==> src/rtl/core/srkt_pkg.sv <==
// ----------------------------------------------------------------------------
// srkt_pkg: shared types and constants of the sorted ring key table.
// Holds the transaction payload types, the operation and status codes
// and the table dimensions.
// ----------------------------------------------------------------------------
package srkt_pkg;

    localparam int CAPACITY = 64;
    localparam int IDX_W    = $clog2(CAPACITY);
    localparam int CNT_W    = $clog2(CAPACITY + 1);
    localparam int KEY_W    = 16;

    localparam logic [1:0] FUNC_INSERT = 2'd0;
    localparam logic [1:0] FUNC_DELETE = 2'd1;
    localparam logic [1:0] FUNC_LOOKUP = 2'd2;

    localparam logic [1:0] ST_DONE     = 2'd0;
    localparam logic [1:0] ST_DUP      = 2'd1;
    localparam logic [1:0] ST_NOTFOUND = 2'd2;
    localparam logic [1:0] ST_FULL     = 2'd3;

    typedef struct packed {
        logic [1:0]       func;
        logic [KEY_W-1:0] key;
    } req_t;

    typedef struct packed {
        logic [1:0]       status;
        logic [6:0]       entry_count;
        logic [KEY_W-1:0] pred_key;
        logic [KEY_W-1:0] succ_key;
        logic [KEY_W-1:0] pred_pred_key;
        logic [KEY_W-1:0] succ_succ_key;
    } rsp_t;

endpackage

==> src/rtl/core/srkt_ram.sv <==
// ----------------------------------------------------------------------------
// srkt_ram: simple dual-port synchronous RAM.
// One write port and one read port; read data is registered.
// ----------------------------------------------------------------------------
module srkt_ram #(
    parameter int DATA_W = 16,
    parameter int DEPTH  = 64
) (
    input  logic                     clk,
    input  logic                     wr_en,
    input  logic [$clog2(DEPTH)-1:0] wr_addr,
    input  logic [DATA_W-1:0]        wr_data,
    input  logic                     rd_en,
    input  logic [$clog2(DEPTH)-1:0] rd_addr,
    output logic [DATA_W-1:0]        rd_data
);

    logic [DATA_W-1:0] mem [DEPTH];

    // Write port.
    always_ff @(posedge clk)
    begin
        if (wr_en)
        begin
            mem[wr_addr] <= wr_data;
        end
    end

    // Registered read port.
    always_ff @(posedge clk)
    begin
        if (rd_en)
        begin
            rd_data <= mem[rd_addr];
        end
    end

endmodule

==> src/rtl/core/sorted_ring_key_table_core.sv <==
// ----------------------------------------------------------------------------
// sorted_ring_key_table_core: sorted ring table of unique 16-bit keys.
// Insert, delete and neighbor lookup on keys held in one RAM.
// ----------------------------------------------------------------------------
// The block holds up to CAPACITY unique keys in ascending order in one
// synchronous RAM and takes one transaction at a time. Every read goes
// through the one RAM read port: a transaction first reads keys from
// position 0 upward until it finds the position p of its key, then for an
// insert moves each key from p upward up one place, for a delete moves
// each key above p down one place, and then fetches up to four ring
// neighbors, one read each, before it waits for the output register to
// free up. A lookup that misses ends right after the search with no
// neighbor fetch. The result is held in an output register, and the
// table starts empty after reset with no clearing pass.
module sorted_ring_key_table_core
    import srkt_pkg::*;
(
    input  logic clk,
    input  logic rst_n,
    input  logic req_valid,
    output logic req_stall,
    input  req_t req,
    output logic rsp_valid,
    input  logic rsp_stall,
    output rsp_t rsp
);

    typedef enum logic [3:0] {
        S_IDLE, S_SRCH_RD, S_SRCH_CMP, S_DECIDE, S_INS_RD, S_INS_WR,
        S_DEL_RD, S_DEL_WR, S_NB_RD, S_NB_CAP, S_DONE
    } state_t;

    state_t           state_reg, state_next;
    logic [1:0]       op_reg, op_next;
    logic [KEY_W-1:0] key_reg, key_next;
    logic [CNT_W-1:0] count_reg, count_next;
    logic [CNT_W-1:0] pos_reg, pos_next;
    logic [CNT_W-1:0] idx_reg, idx_next;
    logic             found_reg, found_next;
    logic [2:0]       slot_reg, slot_next;
    logic [1:0]       status_reg, status_next;
    logic [KEY_W-1:0] nb_reg [4];
    logic [KEY_W-1:0] nb_next [4];
    rsp_t             rsp_reg, rsp_next;
    logic             rsp_valid_reg, rsp_valid_next;

    logic             wr_en;
    logic [IDX_W-1:0] wr_addr;
    logic [KEY_W-1:0] wr_data;
    logic             rd_en;
    logic [IDX_W-1:0] rd_addr;
    logic [KEY_W-1:0] rd_data;

    logic             is_delete;
    logic             slot_used;
    logic signed [2:0] slot_ofs;
    logic [CNT_W-1:0] idx_inc;

    // Position p moved by d around a ring of n entries.
    function automatic logic [IDX_W-1:0] ring_pos(
        input logic [CNT_W-1:0] p,
        input logic signed [2:0] d,
        input logic [CNT_W-1:0] n
    );
        logic signed [CNT_W+1:0] v;
        logic signed [CNT_W+1:0] ns;
        ns = $signed({2'b00, n});
        v  = $signed({2'b00, p}) + $signed({{(CNT_W-1){d[2]}}, d});
        if (v < 0)
        begin
            v = v + ns;
        end
        if (v < 0)
        begin
            v = v + ns;
        end
        if (v >= ns)
        begin
            v = v - ns;
        end
        if (v >= ns)
        begin
            v = v - ns;
        end
        return v[IDX_W-1:0];
    endfunction

    srkt_ram #(
        .DATA_W (KEY_W),
        .DEPTH  (CAPACITY)
    ) u_ram (
        .clk     (clk),
        .wr_en   (wr_en),
        .wr_addr (wr_addr),
        .wr_data (wr_data),
        .rd_en   (rd_en),
        .rd_addr (rd_addr),
        .rd_data (rd_data)
    );

    assign is_delete = (op_reg == FUNC_DELETE);
    assign idx_inc   = idx_reg + 1'b1;

    // Neighbor slot selection: 0 pred, 1 succ, 2 pred-pred, 3 succ-succ.
    always_comb
    begin
        case (slot_reg)
            3'd0:
            begin
                slot_ofs  = -3'sd1;
                slot_used = is_delete ? (count_reg >= CNT_W'(1))
                                      : (count_reg >= CNT_W'(2));
            end
            3'd1:
            begin
                slot_ofs  = is_delete ? 3'sd0 : 3'sd1;
                slot_used = is_delete ? (count_reg >= CNT_W'(1))
                                      : (count_reg >= CNT_W'(2));
            end
            3'd2:
            begin
                slot_ofs  = -3'sd2;
                slot_used = (count_reg >= CNT_W'(2));
            end
            3'd3:
            begin
                slot_ofs  = is_delete ? 3'sd1 : 3'sd2;
                slot_used = (count_reg >= CNT_W'(2));
            end
            default:
            begin
                slot_ofs  = 3'sd0;
                slot_used = 1'b0;
            end
        endcase
    end

    // Sequencer: search, shift, neighbor fetch, result.
    always_comb
    begin
        state_next     = state_reg;
        op_next        = op_reg;
        key_next       = key_reg;
        count_next     = count_reg;
        pos_next       = pos_reg;
        idx_next       = idx_reg;
        found_next     = found_reg;
        slot_next      = slot_reg;
        status_next    = status_reg;
        nb_next        = nb_reg;
        rsp_next       = rsp_reg;
        rsp_valid_next = rsp_valid_reg && rsp_stall;
        wr_en          = 1'b0;
        wr_addr        = idx_reg[IDX_W-1:0];
        wr_data        = rd_data;
        rd_en          = 1'b0;
        rd_addr        = idx_reg[IDX_W-1:0];

        case (state_reg)
            S_IDLE:
            begin
                if (req_valid)
                begin
                    op_next     = (req.func == FUNC_INSERT || req.func == FUNC_DELETE)
                                  ? req.func : FUNC_LOOKUP;
                    key_next    = req.key;
                    idx_next    = '0;
                    status_next = ST_DONE;
                    for (int i = 0; i < 4; i++)
                    begin
                        nb_next[i] = '0;
                    end
                    state_next  = S_SRCH_RD;
                end
            end
            S_SRCH_RD:
            begin
                if (idx_reg == count_reg)
                begin
                    pos_next   = idx_reg;
                    found_next = 1'b0;
                    state_next = S_DECIDE;
                end
                else
                begin
                    rd_en      = 1'b1;
                    state_next = S_SRCH_CMP;
                end
            end
            S_SRCH_CMP:
            begin
                if (rd_data >= key_reg)
                begin
                    pos_next   = idx_reg;
                    found_next = (rd_data == key_reg);
                    state_next = S_DECIDE;
                end
                else
                begin
                    idx_next   = idx_inc;
                    state_next = S_SRCH_RD;
                end
            end
            S_DECIDE:
            begin
                slot_next = '0;
                case (op_reg)
                    FUNC_INSERT:
                    begin
                        if (found_reg)
                        begin
                            status_next = ST_DUP;
                            state_next  = S_DONE;
                        end
                        else if (count_reg >= CNT_W'(CAPACITY))
                        begin
                            status_next = ST_FULL;
                            state_next  = S_DONE;
                        end
                        else
                        begin
                            idx_next   = count_reg;
                            state_next = S_INS_RD;
                        end
                    end
                    FUNC_DELETE:
                    begin
                        if (!found_reg)
                        begin
                            status_next = ST_NOTFOUND;
                            state_next  = S_DONE;
                        end
                        else
                        begin
                            idx_next   = pos_reg;
                            state_next = S_DEL_RD;
                        end
                    end
                    default:
                    begin
                        if (!found_reg)
                        begin
                            status_next = ST_NOTFOUND;
                            state_next  = S_DONE;
                        end
                        else
                        begin
                            state_next = S_NB_RD;
                        end
                    end
                endcase
            end
            // Shift keys up one place, top first, then drop the new key in.
            S_INS_RD:
            begin
                if (idx_reg == pos_reg)
                begin
                    wr_en      = 1'b1;
                    wr_data    = key_reg;
                    count_next = count_reg + 1'b1;
                    state_next = S_NB_RD;
                end
                else
                begin
                    rd_en      = 1'b1;
                    rd_addr    = IDX_W'(idx_reg - 1'b1);
                    state_next = S_INS_WR;
                end
            end
            S_INS_WR:
            begin
                wr_en      = 1'b1;
                idx_next   = idx_reg - 1'b1;
                state_next = S_INS_RD;
            end
            // Shift keys above the deleted one down one place.
            S_DEL_RD:
            begin
                if (idx_inc == count_reg)
                begin
                    count_next = count_reg - 1'b1;
                    state_next = S_NB_RD;
                end
                else
                begin
                    rd_en      = 1'b1;
                    rd_addr    = idx_inc[IDX_W-1:0];
                    state_next = S_DEL_WR;
                end
            end
            S_DEL_WR:
            begin
                wr_en      = 1'b1;
                idx_next   = idx_inc;
                state_next = S_DEL_RD;
            end
            // Fetch up to four ring neighbors one read at a time.
            S_NB_RD:
            begin
                if (slot_reg == 3'd4)
                begin
                    state_next = S_DONE;
                end
                else if (!slot_used)
                begin
                    slot_next = slot_reg + 1'b1;
                end
                else
                begin
                    rd_en      = 1'b1;
                    rd_addr    = ring_pos(pos_reg, slot_ofs, count_reg);
                    state_next = S_NB_CAP;
                end
            end
            S_NB_CAP:
            begin
                nb_next[slot_reg[1:0]] = rd_data;
                slot_next  = slot_reg + 1'b1;
                state_next = S_NB_RD;
            end
            S_DONE:
            begin
                if (!rsp_valid_reg || !rsp_stall)
                begin
                    rsp_next.status        = status_reg;
                    rsp_next.entry_count   = 7'(count_reg);
                    rsp_next.pred_key      = nb_reg[0];
                    rsp_next.succ_key      = nb_reg[1];
                    rsp_next.pred_pred_key = nb_reg[2];
                    rsp_next.succ_succ_key = nb_reg[3];
                    rsp_valid_next         = 1'b1;
                    state_next             = S_IDLE;
                end
            end
            default:
            begin
                state_next = S_IDLE;
            end
        endcase
    end

    // Control state.
    always_ff @(posedge clk or negedge rst_n)
    begin
        if (!rst_n)
        begin
            state_reg     <= S_IDLE;
            count_reg     <= '0;
            rsp_valid_reg <= 1'b0;
        end
        else
        begin
            state_reg     <= state_next;
            count_reg     <= count_next;
            rsp_valid_reg <= rsp_valid_next;
        end
    end

    // Payload registers.
    always_ff @(posedge clk)
    begin
        op_reg     <= op_next;
        key_reg    <= key_next;
        pos_reg    <= pos_next;
        idx_reg    <= idx_next;
        found_reg  <= found_next;
        slot_reg   <= slot_next;
        status_reg <= status_next;
        nb_reg     <= nb_next;
        rsp_reg    <= rsp_next;
    end

    assign req_stall = (state_reg != S_IDLE);
    assign rsp_valid = rsp_valid_reg;
    assign rsp       = rsp_reg;

    // The key count never exceeds the capacity.
    assert property (@(posedge clk) disable iff (!rst_n)
        count_reg <= CNT_W'(CAPACITY))
        else $error("key count above capacity");

    // The key count moves by at most one per cycle.
    assert property (@(posedge clk) disable iff (!rst_n)
        (count_reg != $past(count_reg)) |->
        (count_reg == $past(count_reg) + 1'b1 || count_reg == $past(count_reg) - 1'b1))
        else $error("key count jumped");

    // An accepted transaction leaves the idle state.
    assert property (@(posedge clk) disable iff (!rst_n)
        (req_valid && !req_stall) |=> (state_reg == S_SRCH_RD))
        else $error("accepted transaction not started");

    // A new result is only loaded from the result state.
    assert property (@(posedge clk) disable iff (!rst_n)
        $rose(rsp_valid_reg) |-> ($past(state_reg) == S_DONE))
        else $error("result raised outside result state");

endmodule
==> config.mk <==
export PLATFORM = sky130hd
export DESIGN_NAME = sorted_ring_key_table_core
export DESIGN_NICKNAME = d
export VERILOG_FILES = /design/src/rtl/core/srkt_pkg.sv /design/src/rtl/core/srkt_ram.sv /design/src/rtl/core/sorted_ring_key_table_core.sv
export SDC_FILE = /design/constraint.sdc
export NUM_CORES = 1
export LEC_CHECK = 0
export ABC_AREA = 1
export BUFFER_PORTS_ARGS = -buffer_cell sky130_fd_sc_hd__buf_4
export CAP_MARGIN = 5
export CORE_ASPECT_RATIO = 0.8
export CORE_MARGIN = 2
export CORE_UTILIZATION = 25
export CTS_CLUSTER_SIZE = 28
export DETAILED_ROUTE_END_ITERATION = 10
export GPL_TIMING_DRIVEN = 0
export MAX_ROUTING_LAYER = met4
export PLACE_DENSITY = 0.41
export SYNTH_ARGS = -nofsm -noshare
export SYNTH_HDL_FRONTEND = slang
export SYNTH_SLANG_ARGS = --single-unit
==> constraint.sdc <==
create_clock -name clk -period 18.3 [get_ports clk]
set_input_delay 3.66 -clock clk [delete_from_list [all_inputs] [get_ports clk]]
set_output_delay 3.66 -clock clk [all_outputs]
set_load 0.02 [all_outputs]
-- Word-level counts from Yosys, hierarchy flattened
Memories as Yosys holds them, arrays and structs flattened. A register that Yosys moved wholly into a read port is not among the register bits.
Cells that the tools add are included.
- bits in writable memories: 1024
- output and inout bits: 75
- memory bits (read-only): 0
- register bits: 187
- bits in latches: 0
- logic and storage cells: 188
- memories kept: 1
- magnitude comparators: 10
- div/mod/pow operators: 0
- reduce and logical (&&, ||, !) cells: 29
- bitwise logic cells: 1
- $add $sub $neg: 10
- shift-type cells: 0
- eq/ne operators: 36
- multiplexer cells: 81
- multipliers: 0
- memory list (memory ; words ; width ; read ports ; clocked after memory_dff ; wr ports ; line ; text):
    u_ram.mem ; 64 ; 16 ; 1 ; 1 ; 1 ; srkt_ram.sv:18 ; logic [DATA_W-1:0] mem [DEPTH];
- operators by type and width (kind ; number):
    $pmux 64 s2 ; 1
    $mux 9 ; 12
    $bwmux 64 ; 1
    $mux 64 ; 1
    $mux 7 ; 9
    $mux 16 ; 3
    $pmux 4 s11 ; 1
    $pmux 7 s2 ; 3
    $mux 4 ; 9
    $pmux 7 s5 ; 1
    $demux 16 s2 ; 1
    $mux 6 ; 5
    $eq 7x7->1 ; 3
    $add 9x8->9 ; 2
    $ge 9x8->1 ; 2
    $lt 9x1->1 const B ; 2
    $ne 2x2->1 const B ; 9
    $ne 3x3->1 const B ; 6
    $pmux 6 s3 ; 1
    $eq 16x16->1 ; 1
    $eq 4x3->1 const B ; 4
    $ge 16x16->1 ; 1
    $mux 2 ; 8
    $mux 1 ; 15
    42 further kinds ; 66

-- Longest topological paths before layout
- depth in word-level cells: 24
- gate-level depth with buffers: 61
- gate-level depth less buffers: 58

-- Hierarchy
From an unflattened synthesis, not the netlist that was laid out.
- cell total of the unflattened synthesis: 4660
- area total of the unflattened synthesis: 53077.2 um^2
- by module, submodules not included (module ; times used ; cells each ; area an instance (um^2)):
    srkt_ram ; 1 ; 3517 ; 42259.3
    sorted_ring_key_table_core ; 1 ; 1143 ; 10817.9

-- Worst setup path before layout
OpenSTA, ideal clock, no wires.
- path kind: input port to flip-flop
- from: input port req_valid
- to: register nb_reg[0] in the netlist's numbering, enable pin
- path buffers: 0
- data required time: 17.725 ns
- path slack: 9.519 ns
- cell stages on the path: 2
- arrival time: 8.206 ns
- path through: inv_1 o21ai_0
- cells in the longest elaborated chain, start to end: 2
- RTL lines (element ; line ; text):
    from (decl) ; sorted_ring_key_table_core.sv:20 ; input logic req_valid,
    $ne 2x2->1 (no line) ; n/a ;
    $reduce_and 2->1 (no line) ; n/a ;
    to (signal assigned) ; sorted_ring_key_table_core.sv:369 ; nb_reg <= nb_next;
    to (decl) ; sorted_ring_key_table_core.sv:42 ; logic [KEY_W-1:0] nb_reg [4];
No other way between the ends.
A chain may end at the register's enable or synchronous reset.

-- Worst setup path in the final report
- from: register op_reg[1]
- to: register u_ram.rd_data[2], read port of u_ram.mem, data pin
- cells in the longest elaborated chain, start to end: 24
- RTL lines (element ; line ; text):
    from (decl) ; sorted_ring_key_table_core.sv:34 ; logic [1:0] op_reg, op_next;
    from (signal assigned) ; sorted_ring_key_table_core.sv:362 ; op_reg <= op_next;
    $eq 2x1->1 (*) ; sorted_ring_key_table_core.sv:101 ; assign is_delete = (op_reg == FUNC_DELETE);
    $mux 2 or $mux 1 (tied branches) ; sorted_ring_key_table_core.sv:127, sorted_ring_key_table_core.sv:116 ;
    $pmux 3 s4 ; sorted_ring_key_table_core.sv:107 ; case (slot_reg)
    $add 8x3->9 ; sorted_ring_key_table_core.sv:68 ; v = $signed({2'b00, p}) + $signed({{(CNT_W-1){d[2]}}, d});
    $add 9x8->9 or $lt 9x1->1 (tied branches) ; sorted_ring_key_table_core.sv:71, sorted_ring_key_table_core.sv:69 ;
    $mux 9 ; sorted_ring_key_table_core.sv:69 ; if (v < 0)
    $mux 9 ; sorted_ring_key_table_core.sv:304 ; else if (!slot_used)
    $mux 9 ; sorted_ring_key_table_core.sv:300 ; if (slot_reg == 3'd4)
    [8 not listed] ; n/a ;
    $mux 9 ; sorted_ring_key_table_core.sv:304 ;
    $mux 9 ; sorted_ring_key_table_core.sv:300 ;
    $mux 9 ; sorted_ring_key_table_core.sv:159 ; case (state_reg)
    $ge 9x8->1 or $sub 6x6->6 (tied branches) ; sorted_ring_key_table_core.sv:81, sorted_ring_key_table_core.sv:83 ;
    $mux 6 ; sorted_ring_key_table_core.sv:81 ; if (v >= ns)
    $mux 6 ; sorted_ring_key_table_core.sv:304 ;
    $mux 6 ; sorted_ring_key_table_core.sv:300 ;
    $pmux 6 s3 ; sorted_ring_key_table_core.sv:159 ;
    to (decl) ; srkt_ram.sv:15 ; output logic [DATA_W-1:0] rd_data
Every way passes the cells marked *; elsewhere a longest branch is shown, timed or not. The select of a mux whose other input is x is not followed.

==> impl_metrics.yaml <==
place:
  hpwl_um: 153200
  io_buffer_count: 96
  gp_congestion: 0.8703
synthesis:
  yosysUniqueCellTypes: 50
  synth_edf_count: 1215
  synth_area_per_cell_um2: 10.22
  synth_flop_cell: "edfxtp_1"
  yosysSeqAreaShare_pct: 63.95
  synthXorXnorAreaFrac_pct: 0.8070
  synth.mux.area_fraction_pct: 0
  syn_nets: 5720
  synth_compound_area_share_pct: 2.388
  synth-simple-area-share_pct: 21.08
  syn-cell-area_um2: 57520
  synth_top_family_by_area: "simple AND/OR/NAND/NOR gates"
  async_reset_ff_share_pct: 0.9780
  yosysWarnings: 0
  synth-adder-area-share_pct: 1.588
  synth_seq_cells: 1227
  syn_inst: 5628
drt:
  first_pass_iters: 6
  drc: 0
  vias: 42690
  wl_um: 207900
  initialDrtViolationCount: 4591
  post_drt_wl_per_cell_um: 22.85
  viasPerCell: 4.692
  antenna_left: 0
setup_path:
  crit_path_end_kind: "register"
  critPathCapture: "u_ram.rd_data[2]"
  cpLargestDelayFamily: "simple AND/OR/NAND/NOR gates"
  cp_slowest_cell: "clkbuf_1"
  path_class: "register to register"
  worst-path-buf-inv: 7
  startpoint: "op_reg[1]"
  start_kind: "register"
  cp_max_fo: 10
  reg2reg_from: "op_reg[1]"
  cp.required_ps: 18810
  crit_arrival_ps: 12070
  r2r_end: "u_ram.rd_data[2]"
  path_depth: 53
  reg2reg_depth: 53
  worst_path_most_repeated_cell: "nand3_1"
  max_stage_delay_ps: 780
  worst-r2r-setup-slack_ps: 6750
sta:
  setup-tns-final_ps: 0
  rsz0062_at_grt: "no"
  maxSlewHeadroom_pct: 4.266
  finalMaxSlewViolations: 0
  max_freq_ghz: 0.08654
  finalCriticalPeriod_ps: 11550
  finalHoldViolations: 0
  final.setup_skew_ps: 45.25
  tightest_slew_ps: 1436
  period_share_pct: 63.14
  setup_violations: 0
floorplan:
  core-area_um2: 228900
  fp.dieH_um: 433.0
  ios: 97
  dieArea_um2: 234000
  initial_core_util_pct: 25.14
  chipWidth_um: 540.3
  fp-row-count: 157
min_path:
  hold_class: "register to register"
power_and_ir_drop:
  peakVddDrop_v: 0.0001185
  finalPower_uw: 13660
  p_leak_uw: 0.02769
  power_density_nw_per_um2: 199.4
cts:
  htreeDepth: 4
  clock_latency_ps: 790
  clkSinkCount: 1227
  tritoncts: "yes"
  cts_buffer_depth: 4
  root_buffer: "clkbuf_16"
  clk_pin_slew_ps: 60
  cts_buffers: 142
  post_cts_buffers: 0
  cts_resized: 0
  hold_buffers: 0
finish:
  areaGrowthSynthToFinish_pct: 19.11
  multi_input_area_um2: 15220
  ff_latch_area_um2: 36790
  nets: 6066
  drive_above_1_share_pct: 11.06
  fill_cells: 23700
  fin_util_pct: 29.94
  largest_reg_flops: 1024
global_routing:
  grt_pass1_vias: 40150
  grt_usage_pct: 17.88
  grt_max_degree: 34
  antenna_found_initial: 17
  gr-total-overflow: 0
  grt_pass1_wl_um: 294100
status:
  status: "finished, final reports clean"
job:
  max-cap-violations: 0
==> cells in the mapped netlist (all sizes together), types with 3 or more instances <==
library cell / number / area share, %
nor3: 16 / 0.15
xnor2: 15 / 0.23
o22ai: 5 / 0.054
nand2: 903 / 6.0
o21bai: 3 / 0.039
nand4: 475 / 5.2
ha: 65 / 1.4
xor2: 38 / 0.58
a31oi: 6 / 0.065
nor4: 5 / 0.054
clkbuf: 163 / 1.1
a221oi: 5 / 0.076
clkinv: 3 / 0.020
o211ai: 7 / 0.091
nor2: 162 / 1.1
fa: 5 / 0.17
a21oi: 110 / 0.99
inv: 1115 / 7.3
edfxtp: 1215 / 63
buf: 194 / 1.8
o21ai: 97 / 0.85
nand3: 988 / 8.6
or2: 3 / 0.033
dfrtp: 12 / 0.52
==> per-stage QoR <==
stage,cell area [um2],setup slack [ps],cells,hold slack (ps)
final,68520,6745,9099,444.8
after global routing,68510,5857,9097,458.4
after CTS,68500,6782,9093,446.4
after detailed placement,64290,6785,8849,432.5
after global placement,62020,4343,8745,420.8
after floorplan,57520,9519,5628,400.3
==> placed cells by master (no fill, tap or decap), types with 38 or more instances in the layout <==
cell type	synthesis	final
clkbuf_1	163	193
nor2_2	3	54
edfxtp_1	1215	1215
xor2_1	38	38
inv_1	1110	1110
buf_4	22	125
nand4_1	475	475
nor2_1	159	107
nand3_1	985	985
ha_1	65	65
buf_2	157	157
clkbuf_16	0	143
nand2_1	891	891
o21ai_0	81	64
a21oi_1	107	107
==> per-layer routing <==
| metal | track usage (%) | wire length [um] |
|---|---|---|
| met1 | 25.96 | 100000 |
| met2 | 26.31 | 90140 |
| met3 | 2.484 | 13460 |
| met4 | 3.924 | 4277 |
| met5 | - | 0 |
==> cells by family (layout without fill, tap and decap cells) <==
kind of cell | count (synthesis) | count (layout)
other cells | 0 | 4
compound gates | 248 | 248
buf+inv | 1475 | 1921
simple gates | 2555 | 2555
flops | 1227 | 1227
fa+ha+maj | 70 | 70
xor+xnor | 53 | 53
==> final cells by class <==
type	count	area share (%)
clock inverter	71	0.7560
sequential	1227	53.69
multi-input combinational	2926	22.21
antenna	4	0.01461
tap	3021	5.517
timing repair buffer	202	3.871
clock buffer	173	5.387
buffer	357	2.429
inverter	1118	6.125
==> power breakdown <==
group	internal [uW]	leakage, uW	switching, uW
sequential	3610	0.0112	132
clock	1530	0.00207	1170
combinational	1970	0.0145	5260
total	7100	0.0277	6560
==> worst min-delay path by stage <==
stage	from	end	slack [ps]	cells past startpoint
floorplan	status_reg[0]	rsp[71]	400	0
global placement	status_reg[0]	rsp[71]	420	0
detailed placement	idx_reg[5]	pos_reg[5]	430	0
CTS	idx_reg[5]	pos_reg[5]	450	0
global route	idx_reg[2]	pos_reg[2]	460	0
finish	nb_reg[14]	rsp[14]	440	0
Note: power is estimated with default switching activity, not from simulation.
